File: src/hdl/cc2p_pkg.sv
// cc2p_pkg: shared types and constants of the cartesian-to-polar cordic pipeline
// q2.14 coordinate path, q3.13 angle path, arctangent table and magnitude gain
// no dependencies
package cc2p_pkg;

  localparam int COORD_W = 16;
  localparam int ANGLE_W = 16;
  localparam int GAIN_W  = 31;
  localparam int PROD_W  = COORD_W + GAIN_W - 1;
  localparam int FRAC_SH = 30;
  localparam int MAX_SHIFTS = 16;

  localparam logic signed [ANGLE_W-1:0] HALF_PI_Q13 = 16'sd12868;
  localparam logic signed [GAIN_W-1:0]  GAIN_Q30    = 31'sd652051196;
  localparam logic signed [PROD_W-1:0]  ROUND_Q30   = 46'sd536870912;

  // largest angle the datapath can reach: pi/2 plus the sum of the table
  localparam logic signed [ANGLE_W-1:0] ANGLE_LIMIT = 16'sd27148;

  // atan(2^-i) rounded to q3.13
  localparam logic signed [ANGLE_W-1:0] ATAN_Q13 [MAX_SHIFTS] = '{
    16'sd6434, 16'sd3798, 16'sd2007, 16'sd1019, 16'sd511, 16'sd256, 16'sd128, 16'sd64,
    16'sd32,   16'sd16,   16'sd8,    16'sd4,    16'sd2,   16'sd1,   16'sd0,   16'sd0
  };

  typedef struct packed {
    logic signed [COORD_W-1:0] x;
    logic signed [COORD_W-1:0] y;
    logic signed [ANGLE_W-1:0] a;
  } cc2p_vec_t;

endpackage

File: src/hdl/cc2p_ifs.sv
// cc2p_ifs: valid/ready channel interfaces for point words and polar words
// depends on cc2p_pkg for field widths
interface cc2p_in_if import cc2p_pkg::*; ();
  logic                      valid;
  logic                      ready;
  logic signed [COORD_W-1:0] x_coord;
  logic signed [COORD_W-1:0] y_coord;

  modport source (output valid, output x_coord, output y_coord, input ready);
  modport sink   (input valid, input x_coord, input y_coord, output ready);
endinterface

interface cc2p_out_if import cc2p_pkg::*; ();
  logic                      valid;
  logic                      ready;
  logic signed [COORD_W-1:0] magnitude;
  logic signed [ANGLE_W-1:0] angle;

  modport source (output valid, output magnitude, output angle, input ready);
  modport sink   (input valid, input magnitude, input angle, output ready);
endinterface

File: src/hdl/cc2p_iter.sv
// cc2p_iter: one registered cordic vectoring micro-rotation
// depends on cc2p_pkg (vector type, arctangent table)
module cc2p_iter import cc2p_pkg::*; #(
  parameter int SHIFT = 0
) (
  input  logic      clk,
  input  logic      rst_n,
  input  logic      en,
  input  logic      valid_in,
  input  cc2p_vec_t vec_in,
  output logic      valid_out,
  output cc2p_vec_t vec_out
);

  logic                      valid_r;
  cc2p_vec_t                 vec_r;
  cc2p_vec_t                 vec_nxt;
  logic signed [COORD_W-1:0] dx;
  logic signed [COORD_W-1:0] dy;

  assign dx = vec_in.x >>> SHIFT;
  assign dy = vec_in.y >>> SHIFT;

  // rotate toward y = 0, zero y takes the counter-clockwise branch
  always_comb begin
    if (vec_in.y > 16'sd0) begin
      vec_nxt.x = vec_in.x + dy;
      vec_nxt.y = vec_in.y - dx;
      vec_nxt.a = vec_in.a + ATAN_Q13[SHIFT];
    end else begin
      vec_nxt.x = vec_in.x - dy;
      vec_nxt.y = vec_in.y + dx;
      vec_nxt.a = vec_in.a - ATAN_Q13[SHIFT];
    end
  end

  always_ff @(posedge clk) begin
    if (!rst_n) begin
      valid_r <= 1'b0;
    end else if (en) begin
      valid_r <= valid_in;
    end
  end

  always_ff @(posedge clk) begin
    if (en) begin
      vec_r <= vec_nxt;
    end
  end

  assign valid_out = valid_r;
  assign vec_out   = vec_r;

endmodule

File: src/hdl/cordic_cartesian_to_polar.sv
// cordic_cartesian_to_polar: pipelined cordic vectoring, (x, y) q2.14 -> magnitude, angle
// stages in order: pre-rotation, one stage per micro-rotation, gain multiply, output
// throughput one word per cycle; the whole pipeline holds while a result word waits at the output
// reset (synchronous, rst_n low) clears every stage valid bit, payload registers are not reset
// depends on cc2p_pkg, cc2p_ifs (channel interfaces) and cc2p_iter
module cordic_cartesian_to_polar import cc2p_pkg::*; #(
  parameter int ITERATIONS = 16
) (
  input  logic        clk,
  input  logic        rst_n,
  cc2p_in_if.sink     in_ch,
  cc2p_out_if.source  out_ch
);

  // pipeline advance: the output register is empty or being drained
  logic adv;
  assign adv        = !out_ch.valid || out_ch.ready;
  assign in_ch.ready = adv;

  // ---------------------------------------------------------------------
  // stage 0: quarter-turn pre-rotation into the right half plane
  // ---------------------------------------------------------------------
  cc2p_vec_t pre_nxt;
  cc2p_vec_t pre_r;
  logic      pre_valid_r;

  always_comb begin
    if (in_ch.y_coord > 16'sd0) begin
      // clockwise quarter-turn start: angle begins at +pi/2
      pre_nxt.x = in_ch.y_coord;
      pre_nxt.y = -in_ch.x_coord;
      pre_nxt.a = HALF_PI_Q13;
    end else begin
      // zero or negative y: angle begins at -pi/2
      pre_nxt.x = -in_ch.y_coord;
      pre_nxt.y = in_ch.x_coord;
      pre_nxt.a = -HALF_PI_Q13;
    end
  end

  always_ff @(posedge clk) begin
    if (!rst_n) begin
      pre_valid_r <= 1'b0;
    end else if (adv) begin
      pre_valid_r <= in_ch.valid;
    end
  end

  always_ff @(posedge clk) begin
    if (adv) begin
      pre_r <= pre_nxt;
    end
  end

  // ---------------------------------------------------------------------
  // stages 1..ITERATIONS: one shift-add micro-rotation each
  // ---------------------------------------------------------------------
  cc2p_vec_t vec   [ITERATIONS+1];
  logic      vld   [ITERATIONS+1];

  assign vec[0] = pre_r;
  assign vld[0] = pre_valid_r;

  for (genvar i = 0; i < ITERATIONS; i++) begin : g_iter
    cc2p_iter #(
      .SHIFT (i)
    ) u_iter (
      .clk       (clk),
      .rst_n     (rst_n),
      .en        (adv),
      .valid_in  (vld[i]),
      .vec_in    (vec[i]),
      .valid_out (vld[i+1]),
      .vec_out   (vec[i+1])
    );
  end

  // ---------------------------------------------------------------------
  // gain stage: x times 0.60727 in q30, full 46-bit product registered
  // ---------------------------------------------------------------------
  logic signed [PROD_W-1:0]  prod_nxt;
  logic signed [PROD_W-1:0]  prod_r;
  logic signed [ANGLE_W-1:0] mul_ang_r;
  logic                      mul_valid_r;

  assign prod_nxt = vec[ITERATIONS].x * GAIN_Q30;

  always_ff @(posedge clk) begin
    if (!rst_n) begin
      mul_valid_r <= 1'b0;
    end else if (adv) begin
      mul_valid_r <= vld[ITERATIONS];
    end
  end

  always_ff @(posedge clk) begin
    if (adv) begin
      prod_r    <= prod_nxt;
      mul_ang_r <= vec[ITERATIONS].a;
    end
  end

  // ---------------------------------------------------------------------
  // output stage: round half up to q2.14 (floor of product + 2^29 over 2^30)
  // ---------------------------------------------------------------------
  logic signed [PROD_W-1:0]  rnd;
  logic signed [COORD_W-1:0] mag_nxt;
  logic signed [COORD_W-1:0] mag_r;
  logic signed [ANGLE_W-1:0] ang_r;
  logic                      out_valid_r;

  assign rnd     = prod_r + ROUND_Q30;
  assign mag_nxt = rnd[FRAC_SH +: COORD_W];

  always_ff @(posedge clk) begin
    if (!rst_n) begin
      out_valid_r <= 1'b0;
    end else if (adv) begin
      out_valid_r <= mul_valid_r;
    end
  end

  always_ff @(posedge clk) begin
    if (adv) begin
      mag_r <= mag_nxt;
      ang_r <= mul_ang_r;
    end
  end

  assign out_ch.valid     = out_valid_r;
  assign out_ch.magnitude = mag_r;
  assign out_ch.angle     = ang_r;

  // ---------------------------------------------------------------------
  // checks
  // ---------------------------------------------------------------------

  // the pre-rotation always seeds the angle with plus or minus pi/2
  a_pre_angle: assert property (@(posedge clk) disable iff (!rst_n)
    pre_valid_r |-> (pre_r.a == HALF_PI_Q13 || pre_r.a == -HALF_PI_Q13))
    else $error("pre-rotation angle seed is not +/- pi/2");

  // the angle accumulator never leaves pi/2 plus the arctangent sum
  a_angle_range: assert property (@(posedge clk) disable iff (!rst_n)
    out_ch.valid |-> (out_ch.angle <= ANGLE_LIMIT && out_ch.angle >= -ANGLE_LIMIT))
    else $error("output angle outside the reachable range");

  // a word in the gain stage reaches the output register on an advance
  a_gain_to_out: assert property (@(posedge clk) disable iff (!rst_n)
    (adv && mul_valid_r) |=> out_ch.valid)
    else $error("word lost between gain stage and output register");

endmodule
File: src/flat_wrapper.sv
// flat-port wrapper written by rule: the top's interface ports become plain ports
module cordic_cartesian_to_polar_flat import cc2p_pkg::*;
#(
  parameter int ITERATIONS = 16
)
  (clk, rst_n, in_ch_valid, in_ch_x_coord, in_ch_y_coord, in_ch_ready, out_ch_valid, out_ch_magnitude, out_ch_angle, out_ch_ready);
  cc2p_in_if in_ch_i ();
  cc2p_out_if out_ch_i ();
  input  logic clk;
  input  logic rst_n;
  input wire logic [$bits(in_ch_i.valid)-1:0] in_ch_valid;
  input wire logic [$bits(in_ch_i.x_coord)-1:0] in_ch_x_coord;
  input wire logic [$bits(in_ch_i.y_coord)-1:0] in_ch_y_coord;
  output wire logic [$bits(in_ch_i.ready)-1:0] in_ch_ready;
  output wire logic [$bits(out_ch_i.valid)-1:0] out_ch_valid;
  output wire logic [$bits(out_ch_i.magnitude)-1:0] out_ch_magnitude;
  output wire logic [$bits(out_ch_i.angle)-1:0] out_ch_angle;
  input wire logic [$bits(out_ch_i.ready)-1:0] out_ch_ready;
  assign in_ch_i.valid = in_ch_valid;
  assign in_ch_i.x_coord = in_ch_x_coord;
  assign in_ch_i.y_coord = in_ch_y_coord;
  assign in_ch_ready = in_ch_i.ready;
  assign out_ch_valid = out_ch_i.valid;
  assign out_ch_magnitude = out_ch_i.magnitude;
  assign out_ch_angle = out_ch_i.angle;
  assign out_ch_i.ready = out_ch_ready;
  cordic_cartesian_to_polar #(.ITERATIONS(ITERATIONS)) u_core (.clk(clk), .rst_n(rst_n), .in_ch(in_ch_i), .out_ch(out_ch_i));
endmodule
File: config.mk
export PLATFORM = sky130hd
export DESIGN_NAME = cordic_cartesian_to_polar_flat
export DESIGN_NICKNAME = d
export VERILOG_FILES = /design/src/hdl/cc2p_pkg.sv /design/src/hdl/cc2p_ifs.sv /design/src/hdl/cc2p_iter.sv /design/src/hdl/cordic_cartesian_to_polar.sv /design/src/flat_wrapper.sv
export SDC_FILE = /design/constraint.sdc
export NUM_CORES = 2
export LEC_CHECK = 0
export BUFFER_PORTS_ARGS = -buffer_cell sky130_fd_sc_hd__clkbuf_2
export CAP_MARGIN = 25
export CORE_UTILIZATION = 50
export CTS_CLUSTER_SIZE = 30
export DETAILED_ROUTE_END_ITERATION = 6
export HOLD_SLACK_MARGIN = 0.1
export PLACE_DENSITY = 0.67
export RECOVER_POWER = 50
export SLEW_MARGIN = 30
export SYNTH_ARGS = -nofsm -noshare
export SYNTH_HDL_FRONTEND = slang
export SYNTH_SLANG_ARGS = --single-unit
File: constraint.sdc
create_clock -name clk -period 104.1 [get_ports clk]
set_input_delay 20.82 -clock clk [delete_from_list [all_inputs] [get_ports clk]]
set_output_delay 20.82 -clock clk [all_outputs]
set_load 0.1 [all_outputs]
==> results.yml <==
sta:
  holdWs_ns: 0.404
  rsz0062_at_grt: "no"
  tightestPinTransition_ns: 3.03
  max_freq_mhz: 21.7
  period_needed_ns: 46.02
  fin_worst_skew_ns: 0.0306
  finalCritPeriodShare_pct: 44.2
  setup_viol_count_final: 0
  maxSlewViolCount: 139
  hold_viol: 0
  slew_headroom_pct: -103
  setup_tns_ns: 0
floorplanning:
  num_io_pins: 70
  core_um2: 130000
  initial_utilization_pct: 50.5
  dieArea_um2: 133000
  die_w_um: 364
  num_rows: 132
  die_y_um: 364
worst_setup_path:
  arrival_ns: 25.20
  crit_path_start: "out_ch_ready"
  critPathCapture: "in_ch_ready"
  r2r_setup_slack_ns: 95.98
  worstPathRequired_ns: 83.28
  r2r_cells: 20
  critPathCaptureType: "primary output"
  worstSetupPathType: "primary input to primary output"
  timing.rr.start: "u_core.g_iter[15].u_iter.vec_out[42]"
  cp-start-kind: "primary input"
  timing.rr.end: "u_core.prod_r[44]"
  path_max_fanout: 69
logic_synthesis:
  synth_seq_cells: 834
  yosys.area_share.simple_pct: 11.9
  netlist_area_um2: 65600
  synth-compound-area-share_pct: 13.0
  yosys_warnings: 0
  synth_ff_type: "edfxtp_1"
  ys_seq_area_share_pct: 37.9
  async_reset_ff_share_pct: 0
  syn_avg_cell_area_um2: 10.4
  synth_top_family_by_area: "adder cells"
  synth_cell_type_count: 85
  muxShareOfSynthArea_pct: 0.220
  synth_fp_nets: 7392
  syn_inst: 6286
  synth_xor_area_share_pct: 10.3
  synth_edf_count: 815
  synth-adder-area-share_pct: 22.7
detailed_routing:
  wire_per_inst_um: 17.1
  num_vias: 45700
  drc: 0
  ant_nets: 0
  via_per_inst: 5.55
  drt-initial-drc-count: 2905
  drt_pass1_iterations: 6
  wl_mm: 141
worst_hold_path:
  hold_path_class: "flip-flop to flip-flop"
layout:
  mostFrequentLayoutCells: "ha_1, edfxtp_1, inv_1"
  layout_commonest_cell: "ha_1"
  antenna_cells: 0
  nets: 7517
  syn_to_final_growth_pct: 8.47
  drive_gt1_share_pct: 4.62
  fill_cells: 11300
clocking:
  cts_hold_buf: 0
  clock_sinks: 834
  htree_levels: 3
  clock_latency_ns: 0.70
  post_cts_resized: 0
  path_clk_slew_ns: 0.06
  clock-root-buffer: "clkbuf_16"
  cts_tree: "built"
  cts_setup_buffers: 0
  clock_path_buffers: 3
  cts_buffers: 96
place:
  io_buffer_count: 68
  gp_congestion: 0.916
  dp_hpwl_mm: 111
status:
  status: "complete, but fails checks"
  violations: "max-capacitance violations, max-slew violations"
global_route:
  grt_pass1_wl_mm: 226
  grtUsageTotal_pct: 21.1
  grt_max_degree: 167
  antenna_found_initial: 3
  grt_pass1_vias: 43800
  grt_overflow_total: 0
flow_run:
  drv_cap: 4
==> metal layers <==
layer	share of wire (%)	track usage, %	vias to the layer above
met5	0.0092	0	-
met4	2.6	6.08	2
met3	4.7	2.73	212
met2	47	35.8	922
met1	45	28.1	21700
li1	-	-	22900
==> worst min path at each step <==
stage                                                     from                                   end  slack [ns]  cells past startpoint
after detailed placement  u_core.g_iter[14].u_iter.vec_out[12]  u_core.g_iter[15].u_iter.vec_out[12]        0.40                      0
after global placement      u_core.g_iter[7].u_iter.vec_out[4]    u_core.g_iter[8].u_iter.vec_out[4]        0.40                      0
after global routing        u_core.g_iter[5].u_iter.vec_out[2]    u_core.g_iter[6].u_iter.vec_out[2]        0.42                      0
after floorplan             u_core.g_iter[9].u_iter.vec_out[1]   u_core.g_iter[10].u_iter.vec_out[1]        0.40                      0
after CTS                   u_core.g_iter[5].u_iter.vec_out[2]    u_core.g_iter[6].u_iter.vec_out[2]        0.41                      0
final                       u_core.g_iter[5].u_iter.vec_out[2]    u_core.g_iter[6].u_iter.vec_out[2]        0.40                      0
==> state kept, by name (all words and copies together) (netlist names), 15 cells and up <==
register	cells
u_core.g_iter.u_iter.valid_out	16
u_core.g_iter.u_iter.vec_out	718
u_core.mul_ang_r	15
u_core.out_ch.angle	15
u_core.out_ch.magnitude	16
u_core.pre_r	34
u_core.prod_r	17
==> cells in the mapped netlist, drive strengths merged (12+ instances only) <==
library cell,count,share of area (%)
o41ai,22,0.33
nor3b,16,0.18
a21oi,450,3.4
ha,871,17
nand2b,55,0.52
a31oi,53,0.51
or2,45,0.43
or3,71,0.69
o31ai,36,0.41
o211ai,12,0.14
nor3,173,1.3
nor4b,16,0.21
clkbuf,61,0.35
fa,199,6.1
nor2b,81,0.78
o21ai,242,1.8
edfxtp,815,37
inv,612,3.5
nor2,421,2.4
nand2,338,1.9
and4b,13,0.20
a2111oi,13,0.21
and3,83,0.80
o21a,66,0.76
and2,16,0.15
a21o,140,1.6
nor4,45,0.43
a21boi,43,0.49
nand4,32,0.31
a211o,36,0.48
o21bai,74,0.85
a211oi,54,0.62
or4,18,0.21
xor2,234,3.1
xnor2,537,7.2
dfxtp,19,0.58
nand3,136,1.0
==> cell families after synthesis <==
kind of cell,count (synthesis)
AO/OA/AOI/OAI,1334
XOR/XNOR,771
flip-flops,834
other,1
AND/OR/NAND/NOR,1578
buffers and inverters,684
multiplexers,14
adder cells (fa/ha/maj),1070
==> worst max-delay path, cell delays in order <==
cell	delay, ns
clkbuf_2	0.08
nor2b_1	0.09
clkbuf_1	0.63
clkinvlp_2	2.57
clkbuf_2	1.00
==> final cells by class <==
| class | count | area, um2 | share of cell area, % |
|---|---|---|---|
| inverters | 618 | 2320 | 3.27 |
| clock buffers | 106 | 2480 | 3.49 |
| well taps | 1742 | 2180 | 3.07 |
| multi-input cells | 4768 | 38100 | 53.5 |
| flip-flops and latches | 834 | 24900 | 35.0 |
| clock inverters | 73 | 708 | 0.996 |
| repair buffers | 93 | 489 | 0.688 |
==> stage by stage <==
step | std cells | setup WS [ns] | util [%] | area [um2]
detailed placement | 8055 | 61.20 | 52.4 | 68000
global placement | 8055 | 61.19 | 52.4 | 68000
floorplan | 6286 | 39.41 | - | 65600
CTS | 8234 | 61.20 | 54.9 | 71200
global route | 8234 | 57.54 | 54.8 | 71100
finish | 8234 | 58.08 | 54.8 | 71100
Power is left out: the tool's default activity adds up to more than one toggle a clock period on the data nets, which glitch-free logic cannot reach.
